`src/kli_pkg.sv`:
```
// Shared types, constants and helpers for the keyframe linear interpolator.
// No dependencies; every other file depends on this package.
package kli_pkg;

   localparam int MAX_KEYS_DEFAULT = 256;
   localparam int DATA_W           = 32;
   localparam int SCALE_W          = 24;
   localparam int FRAC_W           = 16;
   localparam int STORED_W         = 9;
   localparam int CSR_INDEX_W      = 2;
   localparam int CSR_DATA_W       = 32;
   localparam int DIV_STEPS        = 16;
   localparam int DIV_CNT_W        = $clog2(DIV_STEPS + 1);

   localparam logic [SCALE_W-1:0] UNIT_SCALE_RESET = 24'h010000;
   localparam logic [SCALE_W-1:0] UNIT_SCALE_INV_RESET = 24'h010000;
   localparam logic signed [DATA_W-1:0] DEFAULT_VALUE_RESET = 32'sd0;

   localparam logic [CSR_INDEX_W-1:0] CSR_UNIT_SCALE     = 2'd0;
   localparam logic [CSR_INDEX_W-1:0] CSR_UNIT_SCALE_INV = 2'd1;
   localparam logic [CSR_INDEX_W-1:0] CSR_DEFAULT_VALUE  = 2'd2;

   typedef enum logic [1:0] {
      MODE_APPEND_RAW    = 2'd0,
      MODE_APPEND_SCALED = 2'd1,
      MODE_EVALUATE      = 2'd2,
      MODE_CLEAR         = 2'd3
   } mode_type;

   typedef enum logic [1:0] {
      ST_OK    = 2'd0,
      ST_FULL  = 2'd1,
      ST_EMPTY = 2'd2
   } status_type;

   typedef enum logic [1:0] {
      RD_FIRST = 2'd0,
      RD_LAST  = 2'd1,
      RD_SCAN  = 2'd2
   } rd_sel_type;

   typedef enum logic [1:0] {
      XS_KEY_VALUE = 2'd0,
      XS_DEFAULT   = 2'd1,
      XS_READ      = 2'd2,
      XS_INTERP    = 2'd3
   } x_src_type;

   typedef struct packed {
      logic       load_item;
      logic       rd_issue;
      rd_sel_type rd_sel;
      logic       prev_load;
      logic       scan_init;
      logic       scan_next;
      logic       div_start;
      logic       div_step;
      logic       interp_mul;
      logic       x_load;
      x_src_type  x_src;
      logic       scale_mul;
      logic       scale_sat;
      logic       mem_write;
      logic       count_clear;
      logic       rsp_load;
      status_type rsp_status;
   } kli_cmd_type;

   typedef struct packed {
      mode_type mode;
      logic     full;
      logic     empty;
      logic     q_le;
      logic     q_ge;
      logic     q_eq;
      logic     idx_last;
      logic     div_done;
      logic     rsp_free;
   } kli_sts_type;

   // Clamp a wide signed value to the signed 32-bit range.
   function automatic logic signed [DATA_W-1:0] sat32(input logic signed [63:0] x);
      logic signed [63:0] hi;
      logic signed [63:0] lo;
      hi = 64'sh0000_0000_7FFF_FFFF;
      lo = -64'sh0000_0000_8000_0000;
      if (x > hi) begin
         return 32'sh7FFF_FFFF;
      end else if (x < lo) begin
         return 32'sh8000_0000;
      end
      return x[DATA_W-1:0];
   endfunction

endpackage

```
`src/kli_ctrl.sv`:
```
// Sequencer for append, clear and evaluate items.
// Depends on kli_pkg; drives kli_datapath through command and status structs.
module kli_ctrl (
   input  logic                 clock,
   input  logic                 reset,
   input  logic                 req_valid,
   output logic                 req_ready,
   input  kli_pkg::kli_sts_type sts,
   output kli_pkg::kli_cmd_type cmd
);
   import kli_pkg::*;

   typedef enum logic [3:0] {
      S_IDLE, S_DECODE, S_CHK_FIRST, S_CHK_LAST, S_SCAN_RD, S_SCAN_CHK,
      S_DIV, S_IMUL, S_IADD, S_SMUL, S_SSAT, S_WRITE, S_FINISH
   } state_type;

   state_type  state_ff, state_in;
   status_type status_ff, status_in;

   always_ff @(posedge clock) begin
      if (reset) begin
         state_ff  <= S_IDLE;
         status_ff <= ST_OK;
      end else begin
         state_ff  <= state_in;
         status_ff <= status_in;
      end
   end

   assign req_ready = (state_ff == S_IDLE);

   always_comb begin
      state_in       = state_ff;
      status_in      = status_ff;
      cmd            = '0;
      cmd.rsp_status = status_ff;
      case (state_ff)
         S_IDLE: begin
            if (req_valid) begin
               cmd.load_item = 1'b1;
               state_in      = S_DECODE;
            end
         end
         S_DECODE: begin
            status_in = ST_OK;
            case (sts.mode)
               MODE_APPEND_RAW: begin
                  if (sts.full) begin
                     status_in = ST_FULL;
                     state_in  = S_FINISH;
                  end else begin
                     state_in = S_WRITE;
                  end
               end
               MODE_APPEND_SCALED: begin
                  if (sts.full) begin
                     status_in = ST_FULL;
                     state_in  = S_FINISH;
                  end else begin
                     cmd.x_load = 1'b1;
                     cmd.x_src  = XS_KEY_VALUE;
                     state_in   = S_SMUL;
                  end
               end
               MODE_EVALUATE: begin
                  if (sts.empty) begin
                     status_in  = ST_EMPTY;
                     cmd.x_load = 1'b1;
                     cmd.x_src  = XS_DEFAULT;
                     state_in   = S_SMUL;
                  end else begin
                     cmd.rd_issue = 1'b1;
                     cmd.rd_sel   = RD_FIRST;
                     state_in     = S_CHK_FIRST;
                  end
               end
               default: begin
                  cmd.count_clear = 1'b1;
                  state_in        = S_FINISH;
               end
            endcase
         end
         S_CHK_FIRST: begin
            cmd.prev_load = 1'b1;
            if (sts.q_le) begin
               cmd.x_load = 1'b1;
               cmd.x_src  = XS_READ;
               state_in   = S_SMUL;
            end else begin
               cmd.rd_issue = 1'b1;
               cmd.rd_sel   = RD_LAST;
               state_in     = S_CHK_LAST;
            end
         end
         S_CHK_LAST: begin
            if (sts.q_ge) begin
               cmd.x_load = 1'b1;
               cmd.x_src  = XS_READ;
               state_in   = S_SMUL;
            end else begin
               cmd.scan_init = 1'b1;
               state_in      = S_SCAN_RD;
            end
         end
         S_SCAN_RD: begin
            cmd.rd_issue = 1'b1;
            cmd.rd_sel   = RD_SCAN;
            state_in     = S_SCAN_CHK;
         end
         S_SCAN_CHK: begin
            if (sts.q_le || sts.idx_last) begin
               if (sts.q_eq) begin
                  cmd.x_load = 1'b1;
                  cmd.x_src  = XS_READ;
                  state_in   = S_SMUL;
               end else begin
                  cmd.div_start = 1'b1;
                  state_in      = S_DIV;
               end
            end else begin
               cmd.scan_next = 1'b1;
               state_in      = S_SCAN_RD;
            end
         end
         S_DIV: begin
            if (sts.div_done) begin
               state_in = S_IMUL;
            end else begin
               cmd.div_step = 1'b1;
            end
         end
         S_IMUL: begin
            cmd.interp_mul = 1'b1;
            state_in       = S_IADD;
         end
         S_IADD: begin
            cmd.x_load = 1'b1;
            cmd.x_src  = XS_INTERP;
            state_in   = S_SMUL;
         end
         S_SMUL: begin
            cmd.scale_mul = 1'b1;
            state_in      = S_SSAT;
         end
         S_SSAT: begin
            cmd.scale_sat = 1'b1;
            state_in = (sts.mode == MODE_APPEND_SCALED) ? S_WRITE : S_FINISH;
         end
         S_WRITE: begin
            cmd.mem_write = 1'b1;
            state_in      = S_FINISH;
         end
         S_FINISH: begin
            if (sts.rsp_free) begin
               cmd.rsp_load = 1'b1;
               state_in     = S_IDLE;
            end
         end
         default: begin
            state_in = S_IDLE;
         end
      endcase
   end

endmodule

```
`config.mk`:
```
export PLATFORM = sky130hd
export DESIGN_NAME = kli_ctrl
export DESIGN_NICKNAME = d
export VERILOG_FILES = /design/src/kli_pkg.sv /design/src/kli_ctrl.sv
export SDC_FILE = /design/constraint.sdc
export NUM_CORES = 1
export LEC_CHECK = 0
export ABC_AREA = 1
export BUFFER_PORTS_ARGS = -buffer_cell sky130_fd_sc_hd__buf_2
export CORE_MARGIN = 2
export CORE_UTILIZATION = 45
export DETAILED_ROUTE_END_ITERATION = 7
export PLACE_DENSITY_LB_ADDON = 0.3
export SYNTH_ARGS = -nofsm -noshare
export SYNTH_HDL_FRONTEND = slang
export SYNTH_SLANG_ARGS = --single-unit
```
`constraint.sdc`:
```
create_clock -name clock -period 1.3 [get_ports clock]
set_input_delay 0.13 -clock clock [delete_from_list [all_inputs] [get_ports clock]]
set_output_delay 0.13 -clock clock [all_outputs]
set_load 0.005 [all_outputs]
```
### Word level (Yosys, flattened, before mapping)

Index checks and enable logic that the tools add are counted.

| storage, ports and cells | value |
|---|---|
| flip-flop bits (word level) | 6 |
| word-level logic and storage cells | 72 |
| output and inout port bits | 21 |

| cells by class | value |
|---|---|
| eq/ne operators | 17 |
| reductions and logical operators | 6 |
| multiplexer cells | 47 |

Operators by type and width:

| operator | number |
|---|---|
| $pmux W4 S13 | 1 |
| $mux W3 | 12 |
| $mux W4 | 8 |
| $eq A4 B4 Y1 const B | 5 |
| $mux W1 | 19 |
| $eq A4 B3 Y1 const B | 4 |
| $pmux W3 S5 | 1 |
| $pmux W4 S3 | 1 |
| $pmux W3 S3 | 1 |
| $eq A4 B2 Y1 const B | 2 |
| $ne A2 B2 Y1 const B | 3 |
| $pmux W3 S2 | 1 |
| $eq A4 B1 Y1 const B | 1 |
| $logic_not A4 Y1 | 1 |
| $mux W2 | 2 |
| $pmux W2 S2 | 1 |
| $reduce_and A3 Y1 | 1 |
| $reduce_or A3 Y1 | 1 |
| $eq A2 B1 Y1 const B | 1 |
| $eq A2 B2 Y1 const B | 1 |
| $logic_not A2 Y1 | 1 |
| $reduce_or A2 Y1 | 1 |
| $logic_or A1 B1 Y1 | 1 |

### Depth between registers and ports, before layout

Gate-level depths: netlist (run 1).

| depth | value |
|---|---|
| depth in word-level cells | 4 |
| depth in mapped cells | 10 |
| mapped depth without buffers | 10 |

### Worst setup path after synthesis (run 1)

No wires, ideal clock.

| timing path | value |
|---|---|
| kind | reg-to-output |
| from | register state_ff[0] |
| to | output cmd[18] in the netlist's numbering |
| data arrival time | 1.041 ns |
| path slack | 0.129 ns |
| stages on the path, launching flop included | 5 |
| path buffers | 0 |
| cell sequence | dfxtp_1 -> inv_2 -> nor2_4 -> nand2_2 -> o311ai_0 |

RTL lines:

| element | line | RTL |
|---|---|---|
| start: declaration | kli_ctrl.sv:18 | `state_type state_ff, state_in;` |
| start signal: assignment | kli_ctrl.sv:26 | `state_ff <= state_in;` |
| end: declaration | kli_ctrl.sv:9 | `output kli_pkg::kli_cmd_type cmd` |

==> run_results.csv, run 1 <==
group,metric,value,unit
critical_path,cp.required,1.17,ns
grt,first_global_vias,875,
sta,rsz0062_at_grt,"yes",
clock_network,postCtsHoldBufs,0,
power_and_ir_drop,p_clk_frac,0.129,
routing,vias,1085,
yosys,synth_top_area_share,0.167,
sta,setup_viol,20,
critical_path,crit_type,"flip-flop to primary output",
sta,hold_viol,0,
clock_network,clk_latency,0.24,ns
yosys,async_flop_share,0,
die,die_area,1930,sq um
clock_network,cts_tree,"built",
layout,antenna_cells,0,
critical_path,crit_path_end_kind,"primary output",
hold_path,whs_path_depth,2,
status,violations,"negative setup slack",
clock_network,ctsHtreeMaxLevel,1,
yosys,synth_common_cells,"28 x inv_1, 28 x nand2_1, 25 x nor2_1",
die,rows,14,
hold_path,hold_class,"primary input to flip-flop",
hold_path,holdPathEnd,"state_ff[1]$_SDFFE_PP0P_",
layout,nNetsFinal,204,
grt,grt_pass1_wl,3530,um
yosys,synth_area,719,sq um
layout,fillers,97,
power_and_ir_drop,combPwrFrac,0.661,
yosys,yosys_warnings,0,
yosys,synth-seq-cells,6,
critical_path,rr_worst_depth,9,
layout,instances_no_fill,201,
layout,drive_above_1_share,0.578,
status,status,"complete, but fails checks",
placed_design,io_buffers,33,
die,die_h,44.0,um
power_and_ir_drop,switching_share,0.465,
die,initial_core_util,0.478,
yosys,yosysSeqAreaShare,0.167,
power_and_ir_drop,seqPwrFrac,0.210,
grt,grt_usage,0.247,
placed_design,dp_slack,-0.00476,ns
critical_path,critPathMaxFanout,5,
clock_network,root_buffer,"clkbuf_4",
routing,drtAntennaViolNets,0,
sta,max_freq,667,MHz
grt,overflow,0,
sta,timing.hold.ws,0.109,ns
power_and_ir_drop,leakage,0.709,nW
sta,post-route-period-util,1.15,
sta,clock-skew-final,0.00592,ns
critical_path,r2r-start,"state_ff[2]$_SDFFE_PP0P_",
die,fp.dieW,44.0,um
power_and_ir_drop,peakVddDrop,0.841,mV
flow_run,drv_cap,0,
clock_network,clock_sinks,6,
yosys,synth_cell_types,21,
yosys,synthesis.instances,133,
routing,drt-initial-drc-count,43,
critical_path,ff2ff_setup_slack,-0.07,ns
die,core_area,1510,sq um
sta,period_minus_slack,1.50,ns
routing,vias_per_cell,5.40,
placed_design,dp.cells,188,
yosys,yosysTopAreaCell,"dfxtp_1",
sta,slew_headroom,0.829,
yosys,ys.flop_type,"dfxtp_1",
power_and_ir_drop,cellPowerDensity,1040,nW/um^2
yosys,syn-num-nets,150,
routing,totalWireLength,2810,um
critical_path,rr_endpoint,"state_ff[3]$_SDFFE_PP0P_",
power_and_ir_drop,power,1.33,mW
sta,slew_violations,0,
placed_design,dp_hpwl,1580,um
grt,antenna_found_initial,0,
yosys,avgSynthCellArea,5.41,sq um
routing,drc,0,
placed_design,gp_congestion,0.875,
sta,tightest_slew,0.253,ns
clock_network,clk_pin_slew,0.05,ns
critical_path,arrival,1.37,ns
routing,post_drt_wl_per_cell,14.0,um
sta,final.setup.worst_slack,-0.199,ns
critical_path,start_kind,"flip-flop",
clock_network,cts_made_buffers,3,
grt,grt_max_degree,7,
clock_network,cts.path.max_buffers,2,
hold_path,min_from,"reset",
yosys,synth.top_cells.by_area,"dfxtp_1 17%, inv_1 15%, nand2_1 15%, nor2_1 13%, ha_1 7.0%",
power_and_ir_drop,power.switching,0.617,mW
die,io_pins,34,
yosys,synth_enable_flop_cells,0,
power_and_ir_drop,p_int,0.709,mW
routing,drtPass1Iterations,4,
layout,syn2layout_area_growth,77.4,%
-- worst max-delay path, stage by stage (launching register included) --
cell      delay (ns)
dfxtp_4         0.40
inv_4           0.05
nor2_4          0.12
nand2_2         0.10
o21ai_2         0.18
nor2_2          0.07
o311ai_2        0.06
buf_2           0.15
-- sequential cells by signal, summed over array words and instances (netlist names) --
signal / count
state_ff: 4
status_ff: 2
-- per-stage QoR --
stage          area, sq um  setup TNS (ns)  utilization
5_1_grt               1280           -2.80        0.847
6_report              1280           -1.68        0.847
3_5_place_dp           950        -0.00848        0.630
2_1_floorplan          719               0            -
3_3_place_gp           950               0        0.630
4_1_cts               1080          -0.777        0.720
-- cell usage in the layout, fill, tap and decap left out --
master    netlist  layout
nand3_2         0       1
nand2_2         2      11
nor2_2          4       5
buf_2           0      33
dfxtp_2         0       1
dfxtp_4         0       3
nand3_1         6       1
a21oi_2         0       1
inv_4           0       3
o21ai_2         1       3
nor2_4          3      10
a21oi_1         7       6
o22ai_1         1       1
nand4_1         1       1
ha_1            4       4
nor3_2          0       1
nand3_4         0       4
nor4_2          0       1
clkbuf_4        0       3
o311ai_2        0       1
buf_4           0      10
o311ai_1        1       1
a31oi_1         1       1
o21ai_1         3       2
o21ai_0         3       2
inv_2           6       8
dfxtp_1         6       2
nor2_1         25      17
nand2_4         0       2
buf_12          0       1
inv_1          28      23
buf_6           0       5
nand2_1        28      17
-- power groups by stage --
stage               combinational (mW)  clock, mW  sequential [mW]
floorplan                        0.325          0            0.255
global placement                 0.522          0            0.257
CTS                              0.647      0.174            0.265
finish                           0.876      0.172            0.278
detailed placement               0.526          0            0.258
global route                     0.933      0.187            0.281
-- layer usage --
layer  wire [um]  GRT usage  share of wire
met1         990      0.275           0.35
met2        1500      0.462           0.53
met3         196     0.0500          0.070
met4         129     0.0788          0.046
met5           0          0              0
-- how the worst max path moves through the flow --
stage                             startpoint                  endpoint  cells after the start  slack [ns]
finish              state_ff[0]$_SDFFE_PP0P_                    cmd[9]                      7       -0.20
global route        state_ff[0]$_SDFFE_PP0P_                    cmd[9]                      7       -0.25
CTS                 state_ff[2]$_SDFFE_PP0P_                    cmd[9]                      4       -0.15
detailed placement  state_ff[0]$_SDFFE_PP0P_  state_ff[0]$_SDFFE_PP0P_                      9      -0.005
global placement    state_ff[0]$_SDFFE_PP0P_                   cmd[18]                      5        0.01
floorplan           state_ff[0]$_SDFFE_PP0P_                   cmd[18]                      4        0.13
-- cells by family after synthesis --
group,synth area share
AO/OA/AOI/OAI,0.144
adder cells (fa/ha/maj),0.0696
buffers and inverters,0.177
flip-flops,0.167
AND/OR/NAND/NOR,0.442
-- area by class of cell --
| class | instances | area [sq um] | share of cell area |
|---|---|---|---|
| inverters | 34 | 135 | 0.106 |
| repair buffers | 49 | 317 | 0.248 |
| clock buffers | 3 | 22.5 | 0.0176 |
| flip-flops and latches | 6 | 133 | 0.104 |
| multi-input cells | 93 | 649 | 0.509 |
| well taps | 16 | 20.0 | 0.0157 |
-- timing repair --
| action | in CTS | in global routing |
|---|---|---|
| setup endpoints to repair | 17 | 21 |
| buffers inserted | 6 | 4 |
| pin swaps | 7 | 17 |
| resized for setup | 24 | 41 |
Note: power is estimated with default switching activity, not from simulation.
==> run 2, diff against run 1 <==
--- a/config.mk
+++ b/config.mk
@@ -7,7 +7,7 @@
 export LEC_CHECK = 0
 export ABC_AREA = 1
 export BUFFER_PORTS_ARGS = -buffer_cell sky130_fd_sc_hd__buf_2
-export CORE_MARGIN = 2
+export CORE_MARGIN = 8
 export CORE_UTILIZATION = 45
 export DETAILED_ROUTE_END_ITERATION = 7
 export PLACE_DENSITY_LB_ADDON = 0.3
==> run_results.csv, run 2 (synthesis results as in run 1) <==
group,metric,value,unit
status,status,"complete, but fails checks",
status,violations,"negative setup slack",
routing,drtAntennaViolNets,0,
power_and_ir_drop,combPwrFrac,0.645,
sta,period_minus_slack,1.54,ns
critical_path,crit_path_end_kind,"primary output",
clock_network,cts.path.max_buffers,2,
layout,antenna_cells,0,
placed_design,io_buffers,33,
placed_design,dp_slack,-0.0240,ns
die,die_area,3130,sq um
layout,drive_above_1_share,0.489,
power_and_ir_drop,seqPwrFrac,0.217,
power_and_ir_drop,peakVddDrop,0.794,mV
routing,drtPass1Iterations,4,
routing,post_drt_wl_per_cell,14.4,um
layout,nNetsFinal,209,
layout,reg.largest.list,"state_ff x4, status_ff x2",
grt,first_global_vias,1040,
critical_path,start_kind,"flip-flop",
layout,final_common_cell,"buf_2",
die,initial_core_util,0.478,
grt,grt_usage,0.154,
routing,vias,1090,
layout,fillers,102,
power_and_ir_drop,power.switching,0.563,mW
sta,max_freq,651,MHz
critical_path,cp.required,1.17,ns
routing,vias_per_cell,5.29,
routing,drt-initial-drc-count,57,
sta,setup_tns,-1.91,ns
power_and_ir_drop,leakage,0.728,nW
grt,antenna_found_initial,0,
routing,drc,0,
clock_network,cts_made_buffers,3,
sta,slew_violations,0,
clock_network,clk_latency,0.24,ns
grt,grt_pass1_wl,4040,um
sta,post-route-period-util,1.18,
power_and_ir_drop,p_int,0.696,mW
placed_design,gp_congestion,0.933,
routing,totalWireLength,2970,um
sta,hold_viol,0,
clock_network,clk_pin_slew,0.05,ns
layout,instances_no_fill,206,
grt,overflow,0,
layout,syn2layout_area_growth,70.4,%
clock_network,ctsHtreeMaxLevel,1,
clock_network,postCtsHoldBufs,0,
layout,seq_area,135,sq um
sta,tightest_slew,0.359,ns
die,io_pins,34,
clock_network,clock_sinks,6,
die,core_area,1510,sq um
sta,final.setup.worst_slack,-0.237,ns
sta,rsz0062_at_grt,"yes",
sta,slew_headroom,0.758,
layout,largest_reg_flops,4,
die,rows,14,
critical_path,ff2ff_setup_slack,-0.09,ns
die,die_h,56.0,um
power_and_ir_drop,cellPowerDensity,1030,nW/um^2
hold_path,hold_class,"primary input to flip-flop",
critical_path,arrival,1.41,ns
critical_path,critPathMaxFanout,6,
sta,clock-skew-final,0.000308,ns
flow_run,drv_cap,0,
placed_design,dp_hpwl,1850,um
layout,mostFrequentLayoutCells,"32 x buf_2, 27 x inv_1, 22 x nand2_1, 21 x nor2_1, 16 x buf_4",
power_and_ir_drop,p_clk_frac,0.137,
sta,setup_viol,18,
layout,top_register,"state_ff",
power_and_ir_drop,switching_share,0.447,
clock_network,cts_tree,"built",
die,fp.dieW,56.0,um
critical_path,crit_type,"flip-flop to primary output",
clock_network,root_buffer,"clkbuf_4",
grt,grt_max_degree,8,
placed_design,dp.cells,190,
power_and_ir_drop,power,1.26,mW
layout,multi_input_area,562,sq um
run 2: what timing repair did:
item / CTS / global route
pin swaps: 4 / 6
endpoints found under the setup margin: 19 / 20
gates resized for setup: 22 / 17
hold endpoints to repair: 0 / 0
setup buffers: 7 / 6
run 2: cell type report:
| type | instances | area share |
|---|---|---|
| Multi-Input combinational cell | 93 | 0.458 |
| Tap cell | 16 | 0.0163 |
| Timing Repair Buffer | 54 | 0.291 |
| Sequential cell | 6 | 0.110 |
| Clock buffer | 3 | 0.0184 |
| Inverter | 34 | 0.106 |
run 2: routing by layer:
layer / GRT usage / part of all wire / vias up
met4: 0.0962 / 0.042 / 0
met2: 0.285 / 0.50 / 64
met3: 0.0502 / 0.10 / 19
met1: 0.139 / 0.36 / 488
li1: - / - / 519
met5: 0 / 0 / -
run 2: worst max-delay path: stages (launching register included):
cell,delay [ns]
dfxtp_4,0.38
inv_4,0.05
nor2_4,0.14
nand2_2,0.10
o21ai_4,0.19
nor2_4,0.06
o311ai_1,0.07
buf_2,0.16
run 2: through the flow:
step	utilization	instance area, sq um	hold slack, ns
final	0.814	1230	0.126
after global placement	0.640	965	0.373
after floorplan	-	719	0.199
after CTS	0.731	1100	0.110
after global routing	0.814	1230	0.109
after detailed placement	0.640	965	0.375
run 2: worst paths after layout:
| kind | startpoint | to | depth (start not counted) |
|---|---|---|---|
| min | reset | state_ff[1]$_SDFFE_PP0P_ | 2 |
| max reg2reg | state_ff[0]$_SDFFE_PP0P_ | state_ff[0]$_SDFFE_PP0P_ | 10 |
| max | state_ff[0]$_SDFFE_PP0P_ | cmd[9] | 7 |
| min reg2reg | status_ff[1]$_SDFFE_PP0P_ | status_ff[1]$_SDFFE_PP0P_ | 2 |
run 2: power groups by stage:
stage	sequential (mW)	combinational, mW	clock (mW)
floorplan	0.255	0.325	0
global placement	0.256	0.542	0
detailed placement	0.257	0.551	0
CTS	0.269	0.665	0.177
global route	0.277	0.876	0.186
finish	0.274	0.813	0.173
==> run 3, diff against run 2 <==
--- a/config.mk
+++ b/config.mk
@@ -7,8 +7,11 @@
 export LEC_CHECK = 0
 export ABC_AREA = 1
 export BUFFER_PORTS_ARGS = -buffer_cell sky130_fd_sc_hd__buf_2
+export CELL_PAD_IN_SITES_DETAIL_PLACEMENT = 0
+export CELL_PAD_IN_SITES_GLOBAL_PLACEMENT = 1
 export CORE_MARGIN = 8
-export CORE_UTILIZATION = 45
+export CORE_UTILIZATION = 30
+export CTS_BUF_LIST = sky130_fd_sc_hd__clkbuf_8
 export DETAILED_ROUTE_END_ITERATION = 7
 export PLACE_DENSITY_LB_ADDON = 0.3
 export SYNTH_ARGS = -nofsm -noshare
==> run_results.csv, run 3 (synthesis results as in run 1) <==
group,metric,value,unit
critical_path,crit_path_end_kind,"primary output",
placed_design,dp.cells,202,
critical_path,arrival,1.33,ns
critical_path,crit_type,"flip-flop to primary output",
placed_design,gp_congestion,0.921,
power_and_ir_drop,leakage,0.734,nW
power_and_ir_drop,peakVddDrop,0.859,mV
grt,grt_max_degree,7,
die,io_pins,34,
clock_network,clk_latency,0.22,ns
layout,final_common_cell,"buf_2",
critical_path,max_stage_delay,0.37,ns
placed_design,io_buffers,33,
grt,overflow,0,
clock_network,cts.path.max_buffers,2,
layout,largest_reg_flops,4,
clock_network,clock_sinks,6,
critical_path,critPathMaxFanout,5,
placed_design,dp_hpwl,2000,um
layout,nNetsFinal,204,
die,fp.dieW,65.0,um
grt,first_global_vias,963,
layout,multi_input_area,593,sq um
clock_network,root_buffer,"clkbuf_8",
routing,drt-initial-drc-count,20,
flow_run,drv_cap,0,
power_and_ir_drop,cellPowerDensity,1080,nW/um^2
die,die_area,4220,sq um
sta,final.setup.worst_slack,-0.156,ns
sta,period_minus_slack,1.46,ns
critical_path,cpMaxStageDelayCell,"dfxtp_4",
status,violations,"negative setup slack",
routing,drc,0,
clock_network,cts_made_buffers,3,
layout,mostFrequentLayoutCells,"33 x buf_2, 28 x inv_1, 24 x nand2_1, 20 x nor2_1, 11 x buf_4",
hold_path,hold_class,"primary input to flip-flop",
layout,antenna_cells,0,
layout,syn2layout_area_growth,72.2,%
critical_path,cp.required,1.17,ns
grt,grt_pass1_wl,4020,um
sta,clock-skew-final,0.00325,ns
power_and_ir_drop,power,1.33,mW
layout,fillers,227,
sta,slew_violations,0,
die,rows,17,
sta,timing.hold.ws,0.141,ns
routing,post_drt_wl_per_cell,11.8,um
routing,vias_per_cell,4.55,
critical_path,start_kind,"flip-flop",
die,core_area,2230,sq um
clock_network,clk_pin_slew,0.04,ns
grt,grt_usage,0.115,
status,status,"complete, but fails checks",
routing,totalWireLength,2510,um
layout,drive_above_1_share,0.476,
die,die_h,65.0,um
layout,seq_area,135,sq um
routing,vias,970,
sta,post-route-period-util,1.12,
sta,tightest_slew,0.348,ns
layout,instances_no_fill,213,
die,initial_core_util,0.322,
sta,rsz0062_at_grt,"yes",
grt,antenna_found_initial,0,
critical_path,critical_path.cell_chain,"inv_2 > nor2_2 > nand2_2 > o21ai_4 > nor2_4 > o311ai_4 > buf_2",
clock_network,ctsHtreeMaxLevel,1,
layout,top_register,"state_ff",
layout,reg.largest.list,"state_ff x4, status_ff x2",
sta,max_freq,687,MHz
sta,hold_viol,0,
sta,setup_viol,12,
clock_network,cts_tree,"built",
routing,drtAntennaViolNets,0,
sta,slew_headroom,0.765,
routing,drtPass1Iterations,4,
run 3: layer usage:
layer	track usage	share of wire	vias to the layer above	routed length (um)
li1	-	-	512	-
met1	0.124	0.40	420	1010
met2	0.217	0.54	33	1360
met3	0.0309	0.053	5	132
met4	0.0245	0.0072	0	18
met5	0	0	-	0
run 3: final timing paths:
check,end,cells past startpoint,startpoint,slack [ns]
hold reg to reg,status_ff[0]$_SDFFE_PP0P_,2,status_ff[0]$_SDFFE_PP0P_,0.46
setup / recovery,cmd[9],7,state_ff[2]$_SDFFE_PP0P_,-0.16
hold / removal,state_ff[0]$_SDFFE_PP0P_,2,reset,0.14
setup reg to reg,state_ff[2]$_SDFFE_PP0P_,10,state_ff[0]$_SDFFE_PP0P_,-0.05
run 3: critical path, delay by kind of cell, from the launching register on:
family / cells / cell delay (ns)
compound gates: 2 / 0.23
buf+inv: 2 / 0.20
flops: 1 / 0.37
simple gates: 3 / 0.30
run 3: final cells by class:
type                    count  share of cell area
clock buffers               3              0.0333
multi-input cells          93               0.479
repair buffers             49               0.245
inverters                  34               0.105
flip-flops and latches      6               0.109
well taps                  28              0.0283
run 3: what timing repair did:
item | CTS | global route
setup buffers | 3 | 5
resized for setup | 20 | 22
setup endpoints to repair | 16 | 18
hold buffers | 0 | 0
pin swaps | 3 | 5
endpoints found under the hold margin | 0 | 0
run 3: through the flow:
stage               setup TNS (ns)  utilization  instance area (sq um)  setup slack [ns]
finish                       -1.00        0.555                   1240            -0.156
global route                 -2.23        0.555                   1240            -0.235
CTS                         -0.598        0.494                   1100            -0.124
detailed placement         -0.0958        0.439                    980           -0.0694
global placement           -0.0301        0.439                    980           -0.0168
floorplan                        0            -                    719             0.129
run 3: report_power, final:
part | switching [mW] | internal [mW] | total (mW)
sequential | 0.0503 | 0.221 | 0.272
clock | 0.0767 | 0.199 | 0.275
combinational | 0.430 | 0.356 | 0.785
total | 0.557 | 0.776 | 1.33
